File: src/hw/rtl/motor_speed_step_regulator_defines.svh
// assertion macros for the speed step regulator
`ifndef MOTOR_SPEED_STEP_REGULATOR_DEFINES_SVH
`define MOTOR_SPEED_STEP_REGULATOR_DEFINES_SVH

`ifndef SYNTH
`define MSR_ASSERT_IMPLY(label, clk, rst_n, ante, cons) \
    label: assert property (@(posedge clk) disable iff (!rst_n) (ante) |-> (cons)) \
        else $error("msr assertion failed");
`define MSR_ASSERT_NEXT(label, clk, rst_n, ante, cons) \
    label: assert property (@(posedge clk) disable iff (!rst_n) (ante) |=> (cons)) \
        else $error("msr assertion failed");
`else
`define MSR_ASSERT_IMPLY(label, clk, rst_n, ante, cons)
`define MSR_ASSERT_NEXT(label, clk, rst_n, ante, cons)
`endif

`endif

File: src/hw/rtl/msr_pkg.sv
package msr_pkg;

    localparam int NOW_W             = 32;
    localparam int TIME_BITS_DEFAULT = 32;
    localparam int SPEED_W           = 26;
    localparam int REF_W             = 16;
    localparam int FREQ_W            = 5;
    localparam int CODE_W            = 4;
    localparam int DIV_STEPS         = SPEED_W;
    localparam int CNT_W             = $clog2(DIV_STEPS);

    localparam logic [SPEED_W-1:0] SPEED_NUMERATOR = SPEED_W'(60000000);
    localparam logic [FREQ_W-1:0]  FREQ_MIN_HALF   = FREQ_W'(6);
    localparam logic [FREQ_W-1:0]  FREQ_MAX_HALF   = FREQ_W'(30);
    localparam logic [FREQ_W-1:0]  FREQ_RESET_HALF = FREQ_W'(20);
    localparam logic [REF_W-1:0]   REF_RESET       = REF_W'(250);
    localparam logic [CNT_W-1:0]   DIV_LAST        = CNT_W'(DIV_STEPS - 1);

    typedef enum logic [1:0] {
        ST_IDLE,
        ST_CHECK,
        ST_DIVIDE,
        ST_FINISH
    } msr_state_t;

    typedef struct packed {
        logic capture;
        logic div_init;
        logic div_step;
        logic commit;
    } msr_cmd_t;

    typedef struct packed {
        logic rising_edge;
        logic period_zero;
    } msr_status_t;

endpackage

File: src/hw/rtl/motor_speed_step_regulator.sv
// Speed step regulator: each input item carries a microsecond timestamp and the sensor
// level; each yields exactly one result item with the drive frequency code, the timing
// window pulse and the latest measured speed in rpm. An item is taken in the idle cycle,
// checked in the next, and its result is registered when the finish state commits it. An
// item without a rising sensor edge (or with a zero period) goes from the check state
// straight to the finish state; a rising edge with a non-zero period first runs the
// restoring divider, one quotient bit per cycle. The next item is accepted only after
// the last one has committed. A result left waiting on the output does not stop the
// next item from being accepted; only the following commit waits for the output register
// to empty.
// reference_speed is written through cfg_wr_en and cfg_wr_data and resets to 250 rpm.
module motor_speed_step_regulator #(
    parameter int TIME_BITS = msr_pkg::TIME_BITS_DEFAULT
) (
    input  logic                         aclk,
    input  logic                         aresetn,
    input  logic                         s_valid,
    output logic                         s_ready,
    input  logic [msr_pkg::NOW_W-1:0]    s_now_us,
    input  logic                         s_sensor_level,
    output logic                         m_valid,
    input  logic                         m_ready,
    output logic [msr_pkg::CODE_W-1:0]   m_freq_code,
    output logic                         m_speed_pulse,
    output logic [msr_pkg::SPEED_W-1:0]  m_speed_rpm,
    input  logic                         cfg_wr_en,
    input  logic [msr_pkg::REF_W-1:0]    cfg_wr_data
);
    import msr_pkg::*;

    msr_cmd_t    cmd;
    msr_status_t status;

    msr_ctrl u_ctrl (
        .aclk    (aclk),
        .aresetn (aresetn),
        .s_valid (s_valid),
        .s_ready (s_ready),
        .m_valid (m_valid),
        .m_ready (m_ready),
        .status  (status),
        .cmd     (cmd)
    );

    msr_datapath #(
        .TIME_BITS (TIME_BITS)
    ) u_datapath (
        .aclk           (aclk),
        .aresetn        (aresetn),
        .cmd            (cmd),
        .status         (status),
        .s_now_us       (s_now_us),
        .s_sensor_level (s_sensor_level),
        .cfg_wr_en      (cfg_wr_en),
        .cfg_wr_data    (cfg_wr_data),
        .m_freq_code    (m_freq_code),
        .m_speed_pulse  (m_speed_pulse),
        .m_speed_rpm    (m_speed_rpm)
    );

endmodule

File: src/hw/rtl/msr_ctrl.sv
`include "motor_speed_step_regulator_defines.svh"

module msr_ctrl (
    input  logic                 aclk,
    input  logic                 aresetn,
    input  logic                 s_valid,
    output logic                 s_ready,
    output logic                 m_valid,
    input  logic                 m_ready,
    input  msr_pkg::msr_status_t status,
    output msr_pkg::msr_cmd_t    cmd
);
    import msr_pkg::*;

    msr_state_t       state_reg, state_next;
    logic [CNT_W-1:0] cnt_reg, cnt_next;
    logic             out_valid_reg, out_valid_next;
    logic             slot_free;

    assign slot_free = !out_valid_reg || m_ready;
    assign m_valid   = out_valid_reg;

    always_comb begin
        state_next = state_reg;
        case (state_reg)
            ST_IDLE: begin
                if (s_valid) begin
                    state_next = ST_CHECK;
                end
            end
            ST_CHECK: begin
                if (status.rising_edge && !status.period_zero) begin
                    state_next = ST_DIVIDE;
                end else begin
                    state_next = ST_FINISH;
                end
            end
            ST_DIVIDE: begin
                if (cnt_reg == DIV_LAST) begin
                    state_next = ST_FINISH;
                end
            end
            ST_FINISH: begin
                if (slot_free) begin
                    state_next = ST_IDLE;
                end
            end
            default: state_next = ST_IDLE;
        endcase
    end

    always_comb begin
        s_ready      = 1'b0;
        cmd          = '0;
        cnt_next     = cnt_reg;
        case (state_reg)
            ST_IDLE: begin
                s_ready     = 1'b1;
                cmd.capture = s_valid;
            end
            ST_CHECK: begin
                cmd.div_init = 1'b1;
                cnt_next     = '0;
            end
            ST_DIVIDE: begin
                cmd.div_step = 1'b1;
                cnt_next     = cnt_reg + 1'b1;
            end
            ST_FINISH: begin
                cmd.commit = slot_free;
            end
            default: begin
                s_ready = 1'b0;
            end
        endcase
    end

    always_comb begin
        out_valid_next = out_valid_reg;
        if (cmd.commit) begin
            out_valid_next = 1'b1;
        end else if (m_ready) begin
            out_valid_next = 1'b0;
        end
    end

    always_ff @(posedge aclk) begin
        if (!aresetn) begin
            state_reg     <= ST_IDLE;
            cnt_reg       <= '0;
            out_valid_reg <= 1'b0;
        end else begin
            state_reg     <= state_next;
            cnt_reg       <= cnt_next;
            out_valid_reg <= out_valid_next;
        end
    end

    `MSR_ASSERT_NEXT(a_accept_to_check, aclk, aresetn, s_valid && s_ready, state_reg == ST_CHECK)
    `MSR_ASSERT_IMPLY(a_commit_slot_free, aclk, aresetn, cmd.commit, !out_valid_reg || m_ready)
    `MSR_ASSERT_NEXT(a_divide_ends, aclk, aresetn, state_reg == ST_DIVIDE && cnt_reg == DIV_LAST, state_reg == ST_FINISH)

endmodule

File: src/hw/rtl/msr_datapath.sv
`include "motor_speed_step_regulator_defines.svh"

module msr_datapath #(
    parameter int TIME_BITS = msr_pkg::TIME_BITS_DEFAULT
) (
    input  logic                         aclk,
    input  logic                         aresetn,
    input  msr_pkg::msr_cmd_t            cmd,
    output msr_pkg::msr_status_t         status,
    input  logic [msr_pkg::NOW_W-1:0]    s_now_us,
    input  logic                         s_sensor_level,
    input  logic                         cfg_wr_en,
    input  logic [msr_pkg::REF_W-1:0]    cfg_wr_data,
    output logic [msr_pkg::CODE_W-1:0]   m_freq_code,
    output logic                         m_speed_pulse,
    output logic [msr_pkg::SPEED_W-1:0]  m_speed_rpm
);
    import msr_pkg::*;

    localparam int DIV_W = TIME_BITS + 1;
    localparam int SUM_W = (TIME_BITS > SPEED_W) ? TIME_BITS : SPEED_W;

    logic [REF_W-1:0]     ref_reg;
    logic                 prev_level_reg, prev_level_next;
    logic [TIME_BITS-1:0] last_edge_reg, last_edge_next;
    logic [SPEED_W-1:0]   speed_reg, speed_next;
    logic                 flag_reg, flag_next;
    logic [TIME_BITS-1:0] win_start_reg, win_start_next;
    logic [TIME_BITS-1:0] win_stop_reg, win_stop_next;
    logic [FREQ_W-1:0]    freq_reg, freq_next;

    logic [TIME_BITS-1:0] now_reg;
    logic                 level_reg;

    logic [DIV_W-1:0]     rem_reg, rem_next;
    logic [SPEED_W-1:0]   quo_reg, quo_next;
    logic [DIV_W-1:0]     divisor_reg, divisor_next;

    logic [CODE_W-1:0]    code_reg;
    logic                 pulse_reg;
    logic [SPEED_W-1:0]   rpm_reg;

    logic [TIME_BITS-1:0] period;
    logic [DIV_W-1:0]     trial;
    logic                 trial_fits;
    logic [SUM_W-1:0]     stop_sum;
    logic                 in_window;
    logic [SPEED_W-1:0]   ref_ext;
    logic [FREQ_W-1:0]    freq_step;

    assign period             = now_reg - last_edge_reg;
    assign status.rising_edge = level_reg && !prev_level_reg;
    assign status.period_zero = (period == '0);

    // restoring divider, one quotient bit per cycle
    assign trial      = {rem_reg[DIV_W-2:0], quo_reg[SPEED_W-1]};
    assign trial_fits = (trial >= divisor_reg);

    always_comb begin
        rem_next     = rem_reg;
        quo_next     = quo_reg;
        divisor_next = divisor_reg;
        if (cmd.div_init) begin
            rem_next     = '0;
            quo_next     = SPEED_NUMERATOR;
            divisor_next = DIV_W'(period);
        end else if (cmd.div_step) begin
            rem_next = trial_fits ? (trial - divisor_reg) : trial;
            quo_next = {quo_reg[SPEED_W-2:0], trial_fits};
        end
    end

    always_comb begin
        speed_next      = speed_reg;
        flag_next       = flag_reg;
        last_edge_next  = last_edge_reg;
        if (status.rising_edge) begin
            last_edge_next = now_reg;
            if (status.period_zero) begin
                speed_next = SPEED_NUMERATOR;
                flag_next  = 1'b0;
            end else begin
                speed_next = quo_reg;
                flag_next  = (rem_reg != '0);
            end
        end
        prev_level_next = level_reg;
    end

    assign in_window = (now_reg < win_stop_reg) && (now_reg > win_start_reg);
    assign stop_sum  = SUM_W'(now_reg) + SUM_W'(speed_next);

    always_comb begin
        win_start_next = win_start_reg;
        win_stop_next  = win_stop_reg;
        if (!in_window) begin
            win_start_next = now_reg;
            win_stop_next  = stop_sum[TIME_BITS-1:0];
        end
    end

    assign ref_ext = SPEED_W'(ref_reg);

    always_comb begin
        freq_step = freq_reg;
        if (speed_next < ref_ext) begin
            freq_step = freq_reg + 1'b1;
        end else if ((speed_next > ref_ext) || flag_next) begin
            freq_step = freq_reg - 1'b1;
        end
        if (freq_step > FREQ_MAX_HALF) begin
            freq_next = FREQ_MAX_HALF;
        end else if (freq_step < FREQ_MIN_HALF) begin
            freq_next = FREQ_MIN_HALF;
        end else begin
            freq_next = freq_step;
        end
    end

    always_ff @(posedge aclk) begin
        if (!aresetn) begin
            ref_reg        <= REF_RESET;
            prev_level_reg <= 1'b0;
            last_edge_reg  <= '0;
            speed_reg      <= '0;
            flag_reg       <= 1'b0;
            win_start_reg  <= '0;
            win_stop_reg   <= '0;
            freq_reg       <= FREQ_RESET_HALF;
        end else begin
            if (cfg_wr_en) begin
                ref_reg <= cfg_wr_data;
            end
            if (cmd.commit) begin
                prev_level_reg <= prev_level_next;
                last_edge_reg  <= last_edge_next;
                speed_reg      <= speed_next;
                flag_reg       <= flag_next;
                win_start_reg  <= win_start_next;
                win_stop_reg   <= win_stop_next;
                freq_reg       <= freq_next;
            end
        end
    end

    always_ff @(posedge aclk) begin
        if (cmd.capture) begin
            now_reg   <= TIME_BITS'(s_now_us);
            level_reg <= s_sensor_level;
        end
        rem_reg     <= rem_next;
        quo_reg     <= quo_next;
        divisor_reg <= divisor_next;
        if (cmd.commit) begin
            code_reg  <= freq_next[FREQ_W-1:1];
            pulse_reg <= in_window;
            rpm_reg   <= speed_next;
        end
    end

    assign m_freq_code   = code_reg;
    assign m_speed_pulse = pulse_reg;
    assign m_speed_rpm   = rpm_reg;

    `MSR_ASSERT_IMPLY(a_freq_in_range, aclk, aresetn, 1'b1, freq_reg >= FREQ_MIN_HALF && freq_reg <= FREQ_MAX_HALF)
    `MSR_ASSERT_NEXT(a_code_tracks_freq, aclk, aresetn, cmd.commit, code_reg == freq_reg[FREQ_W-1:1])

endmodule
File: config.mk
export PLATFORM = sky130hd
export DESIGN_NAME = motor_speed_step_regulator
export DESIGN_NICKNAME = d
export VERILOG_FILES = /design/src/hw/rtl/msr_pkg.sv /design/src/hw/rtl/motor_speed_step_regulator.sv /design/src/hw/rtl/msr_ctrl.sv /design/src/hw/rtl/msr_datapath.sv
export VERILOG_INCLUDE_DIRS = /design/src /design/src/hw/rtl
export SDC_FILE = /design/constraint.sdc
export NUM_CORES = 1
export LEC_CHECK = 0
export BUFFER_PORTS_ARGS = -buffer_cell sky130_fd_sc_hd__buf_4
export CAP_MARGIN = 15
export CORE_UTILIZATION = 55
export CTS_CLUSTER_DIAMETER = 100
export CTS_CLUSTER_SIZE = 28
export DETAILED_ROUTE_END_ITERATION = 7
export PLACE_DENSITY = 0.73
export SYNTH_ARGS = -nofsm -noshare
export SYNTH_HDL_FRONTEND = slang
export SYNTH_HIERARCHICAL = 1
export SYNTH_SLANG_ARGS = --single-unit
File: constraint.sdc
create_clock -name aclk -period 14.5 [get_ports aclk]
set_input_delay 0.725 -clock aclk [delete_from_list [all_inputs] [get_ports aclk]]
set_output_delay 0.725 -clock aclk [all_outputs]
set_load 0.01 [all_outputs]
After elaboration in Yosys (flattened, before gate mapping)
Index checks and enable logic that the tools add are counted.
{ "word_totals": {"reg_bits": 308, "input_bits": 54, "output_inout_bits": 33, "word_cells": 78} }
{ "op_classes": {"n_addsub": 6, "n_lt_le_gt_ge": 7, "n_eq_ne": 7, "muxes": 22, "bitwise": 1, "reduce_logical": 16} }
{ "op_table": {"columns": ["cell", "n"], "rows": [
  ["$mux 26", 2],
  ["$ge 33x32->1", 1],
  ["$mux 33", 1],
  ["$reduce_bool 33->1", 1],
  ["$sub 33x32->33", 1],
  ["$add 32x26->32", 1],
  ["$gt 32x32->1", 1],
  ["$logic_not 32->1", 1],
  ["$lt 32x32->1", 1],
  ["$sub 32x32->32", 1],
  ["$gt 26x16->1", 1],
  ["$lt 26x16->1", 1],
  ["$mux 5", 4],
  ["$add 5x1->5 const B", 2],
  ["$mux 1", 10],
  ["$pmux 5 s2", 1],
  ["$pmux 2 s4", 1],
  ["$mux 2", 3],
  ["$eq 5x5->1 const B", 1],
  ["$gt 5x5->1 const B", 1],
  ["$lt 5x3->1 const B", 1],
  ["$sub 5x1->5 const B", 1],
  ["$eq 2x2->1 const B", 2],
  ["$ne 2x1->1 const B", 2],
  ["10 further kinds", 17]
]} }

Logic depth before layout (Yosys ltp)
{ "depth": {"word_depth": 11, "depth_mapped": 34, "depth_no_buf": 32} }

Hierarchy
The synthesis kept the hierarchy.
{ "modules_own_cells": {"columns": ["mod", "instances", "cells_each", "area_each_um2", "seq_area_each_um2"], "rows": [
  ["msr_datapath", 1, 2094, 18341.3, 6966.7],
  ["msr_ctrl", 1, 53, 456.7, 160.2]
]} }

Worst setup path after synthesis
OpenSTA, ideal clock, no wires.
{ "synth_timing": {"path_kind": "reg-to-reg", "startpoint": "reg u_datapath.now_reg[0]", "endpoint": "reg u_datapath.win_stop_reg[30]", "setup_time_ns": 0.115, "arrival_time_ns": 7.505, "required_ns": 14.385, "slack_ns": 6.881, "stages_incl_launch_ff": 35, "path_buffers": 2, "period_less_slack_ns": 7.619, "cell_sequence": "edfxtp_1 inv_1 ha_1 fa_1 nor2b_4 o2111a_1 or3_1 buf_6 a21o_1 buf_6 a2111oi_4 nor3_2 or3_1 or4_1 or4_4 and3_1 a21oi_1 inv_1 ha_1 fa_1 a21o_1 a21oi_1 o21bai_1 a21oi_1 o21bai_1 a41o_1 o41a_1 nand4_1 a31oi_1 a41o_1 o41ai_1 o21ai_0 nand3_1 xnor2_1 o21a_1"} }
{ "synth_via": {"elab_chain_cells": 5, "elab_cells_between_ends": 10, "classes_between": "2 x add/sub; 2 x order compare; 2 x mux; 1 x bitwise; 3 x reduce/logical"} }
{ "synth_rtl": {"columns": ["item", "line_no", "source"], "rows": [
  ["from (decl)", "msr_datapath.sv:32", "logic [TIME_BITS-1:0] now_reg;"],
  ["from (signal assigned)", "msr_datapath.sv:148", "now_reg <= TIME_BITS'(s_now_us);"],
  ["$sub 32x32->32", "msr_datapath.sv:51", "assign period = now_reg - last_edge_reg;"],
  ["named net u_datapath.period[20]", "msr_datapath.sv:43", "logic [TIME_BITS-1:0] period;"],
  ["$logic_not 32->1", "msr_datapath.sv:53", "assign status.period_zero = (period == '0);"],
  ["$mux 26", "msr_datapath.sv:79", "if (status.period_zero) begin"],
  ["$mux 26", "msr_datapath.sv:77", "if (status.rising_edge) begin"],
  ["named net u_datapath.speed_next[0]", "msr_datapath.sv:26", "logic [SPEED_W-1:0] speed_reg, speed_next;"],
  ["$add 32x26->32", "msr_datapath.sv:91", "assign stop_sum = SUM_W'(now_reg) + SUM_W'(speed_next);"],
  ["to (signal assigned)", "msr_datapath.sv:140", "win_stop_reg <= win_stop_next;"],
  ["to (decl)", "msr_datapath.sv:29", "logic [TIME_BITS-1:0] win_stop_reg, win_stop_next;"]
]} }
The timed path passes the listed nets, and every way through them passes these cells.
A chain may end at the register's enable or synchronous reset.

Worst setup path in the final report
Same ends and word-level chain as after synthesis.

==> qor.yml <==
fin_nets: 2418
hold_viol_final: 0
ff2ff_path_depth: 32
ctsResizeCount: 0
cts_tree: "done"
crit_start: "u_datapath/now_reg[0]$_DFFE_PP_"
synth_cell_type_count: 85
fillers: 2936
p_leak_nw: 8.39
drtIter0Drc: 1027
status: "completed"
die_y_um: 187
grt_pass1_wl_mm: 74.9
placementRows: 67
cts_root_buffer: "clkbuf_16"
dpl_cell_area_mm2: 0.0198
via_count: 15300
setup_viol: 0
min_period_over_period_pct: 60.1
seq_area_mm2: 0.00713
max_cap_viol_count: 0
synth_area_leaders: "dfxtp_1 (23%), edfxtp_1 (15%), ha_1 (12%)"
hold_path.class: "in2reg"
routed_wl_mm: 45.9
rrSetupSlack_ns: 5.78
p_per_area_mw_per_mm2: 164
drive_gt1_share_pct: 7.38
postRouteAntennaNets: 0
clockBufferDepth: 3
preCtsSetupSlack_ns: 5.85
clkSinkCount: 308
grt_usage_pct: 26.2
power.total_mw: 3.33
initial_core_util_pct: 55.9
antenna_found_initial: 0
final_cell_area_mm2: 0.0204
clk_latency_ns: 0.53
syn_avg_cell_area_um2: 8.76
slew_viol_final: 0
globalplace.congestion: 0.899
synthFlopType: "dfxtp_1"
rsz0062_at_grt: "false"
hold_buffers: 0
worstReg2RegEnd: "u_datapath/win_stop_reg[30]$_SDFFE_PN0P_"
synth_area_mm2: 0.0188
max_stage_delay_ns: 0.54
start_kind: "flop"
crit_slowest_cell: "o41ai_1"
diodes: 0
grt_start_max_net_pins: 93
fin_setup_tns_ns: 0
port_buffers: 86
wl_per_cell_um: 17.4
dr.pass1.iters: 5
max_slew.worst_pin.slew_ns: 1.17
crit_fanout: 10
peakVddDrop_v: 0.000132
largest_register_ffs: 33
die-area_mm2: 0.0349
multi_input_comb_area_mm2: 0.0106
endpoint_kind: "flop"
yosys_warnings: 6
core_area_mm2: 0.0336
place_hpwl_mm: 34.3
crit_type: "reg2reg"
post-cts-setup-buffer-count: 0
finalCriticalPeriod_ns: 8.72
synth_edf_count: 96
ys_seq_elements: 308
crit_path_end: "u_datapath/win_stop_reg[30]$_SDFFE_PN0P_"
cts_max_level: 1
clkTransAtPathRegs_ns: 0.10
grt_pass1_vias: 14900
drc_errors: 0
synth_cells: 2147
crit_top_cell: "a21oi_1"
cts_made_buffers: 16
yosysSeqAreaShare_pct: 37.9
timing.fmax_mhz: 115
final_common_cell: "nor2_1"
mappedNetlistNets: 2381
synthToLayoutAreaGrowth_pct: 8.36
slew_headroom_pct: 21.9
fin_skew_ns: 0.0321
avgViaCountPerCell: 5.77
synth_top_area_share_pct: 22.6
postLayoutCoreUtil_pct: 60.6
postSynth.asyncResetShare_pct: 0
final_cell_mix: "nor2_1 (247), dfxtp_1 (212), nand2_1 (190), inv_1 (188), ha_1 (175)"
fin_ws_ns: 5.78
worstPathRequired_ns: 14.93
synth_area_leader_cell: "dfxtp_1"
ios: 87
gr-total-overflow: 0
reg2reg_from: "u_datapath/now_reg[0]$_DFFE_PP_"
die_w_um: 187
critPathArrivalTime_ns: 9.15
==> per-stage QoR <==
stage,hold slack (ns),cells
after CTS,0.341,2642
after floorplan,0.436,2147
final,0.362,2642
after global placement,0.442,2614
after detailed placement,0.447,2614
after global routing,0.346,2642
==> final cells by class <==
cell class              instances  area share [%]
multi-input cells            1563            52.3
flip-flops and latches        308            35.0
repair buffers                103            3.80
inverters                     192            3.57
well taps                     448            2.75
clock buffers                  21            2.16
clock inverters                 7           0.473
==> Yosys cell counts, types with 3 or more instances <==
cell,count
and3_1,16
edfxtp_1,96
or3_1,15
a21o_1,47
a41oi_1,4
nor3b_1,4
o211ai_1,27
nand3_1,35
o31ai_1,6
nor2_1,248
xor2_1,30
ha_1,177
a311oi_1,5
nand2_1,191
fa_1,3
nor3_1,41
mux2i_1,121
nand4_1,35
nor2b_1,28
and2_1,12
buf_1,13
o21a_1,33
o21bai_1,17
nand2b_1,27
o41a_1,3
a31oi_1,19
a211oi_1,42
or4_1,10
nor4_1,13
clkbuf_1,68
o21ai_0,81
nand3b_1,4
o31a_1,6
inv_1,188
a21oi_1,156
or2_2,9
dfxtp_1,212
a2111oi_0,3
xnor2_1,41
==> cell families (layout without fill, tap and decap cells) <==
group           Yosys count  in the layout  share of synthesized area [%]
compound gates          485            485                           16.9
xor+xnor                 73             73                           3.60
fa+ha+maj               180            180                           12.1
buf+inv                 276            323                           5.64
flops                   308            308                           37.9
mux                     121            121                           6.44
simple gates            704            704                           17.4
==> per-layer routing <==
metal | GRT usage (%) | vias to the layer above | routed length (um)
met5 | 0 | - | 0
met4 | 9.14 | 0 | 1470
met3 | 3.41 | 77 | 2230
met2 | 43.7 | 327 | 21000
met1 | 35.0 | 7220 | 21200
li1 | - | 7626 | -
==> power breakdown <==
part / internal [mW] / switching, mW / total (mW)
Clock: 0.244 / 0.299 / 0.543
Combinational: 0.634 / 0.959 / 1.59
Sequential: 1.07 / 0.127 / 1.20
==> how the worst min path moves through the flow <==
stage,from,to,slack (ns),cells after the start
floorplan,u_datapath/last_edge_reg[10]$_SDFFE_PN0P_,u_datapath/last_edge_reg[10]$_SDFFE_PN0P_,0.44,2
global placement,u_datapath/last_edge_reg[21]$_SDFFE_PN0P_,u_datapath/last_edge_reg[21]$_SDFFE_PN0P_,0.44,2
detailed placement,u_datapath/last_edge_reg[18]$_SDFFE_PN0P_,u_datapath/last_edge_reg[18]$_SDFFE_PN0P_,0.45,2
CTS,s_now_us[18],u_datapath/now_reg[18]$_DFFE_PP_,0.34,1
global route,s_now_us[12],u_datapath/now_reg[12]$_DFFE_PP_,0.35,1
finish,s_now_us[26],u_datapath/now_reg[26]$_DFFE_PP_,0.36,1
==> critical path, delay by kind of cell (launching register included) <==
kind | cells | cell delay [ns]
AND/OR/NAND/NOR | 9 | 2.59
AO/OA/AOI/OAI | 16 | 4.22
adder cells (fa/ha/maj) | 4 | 1.08
flip-flops | 1 | 0.45
XOR/XNOR | 1 | 0.07
buffers and inverters | 2 | 0.22
Note: power is estimated with default switching activity, not from simulation.
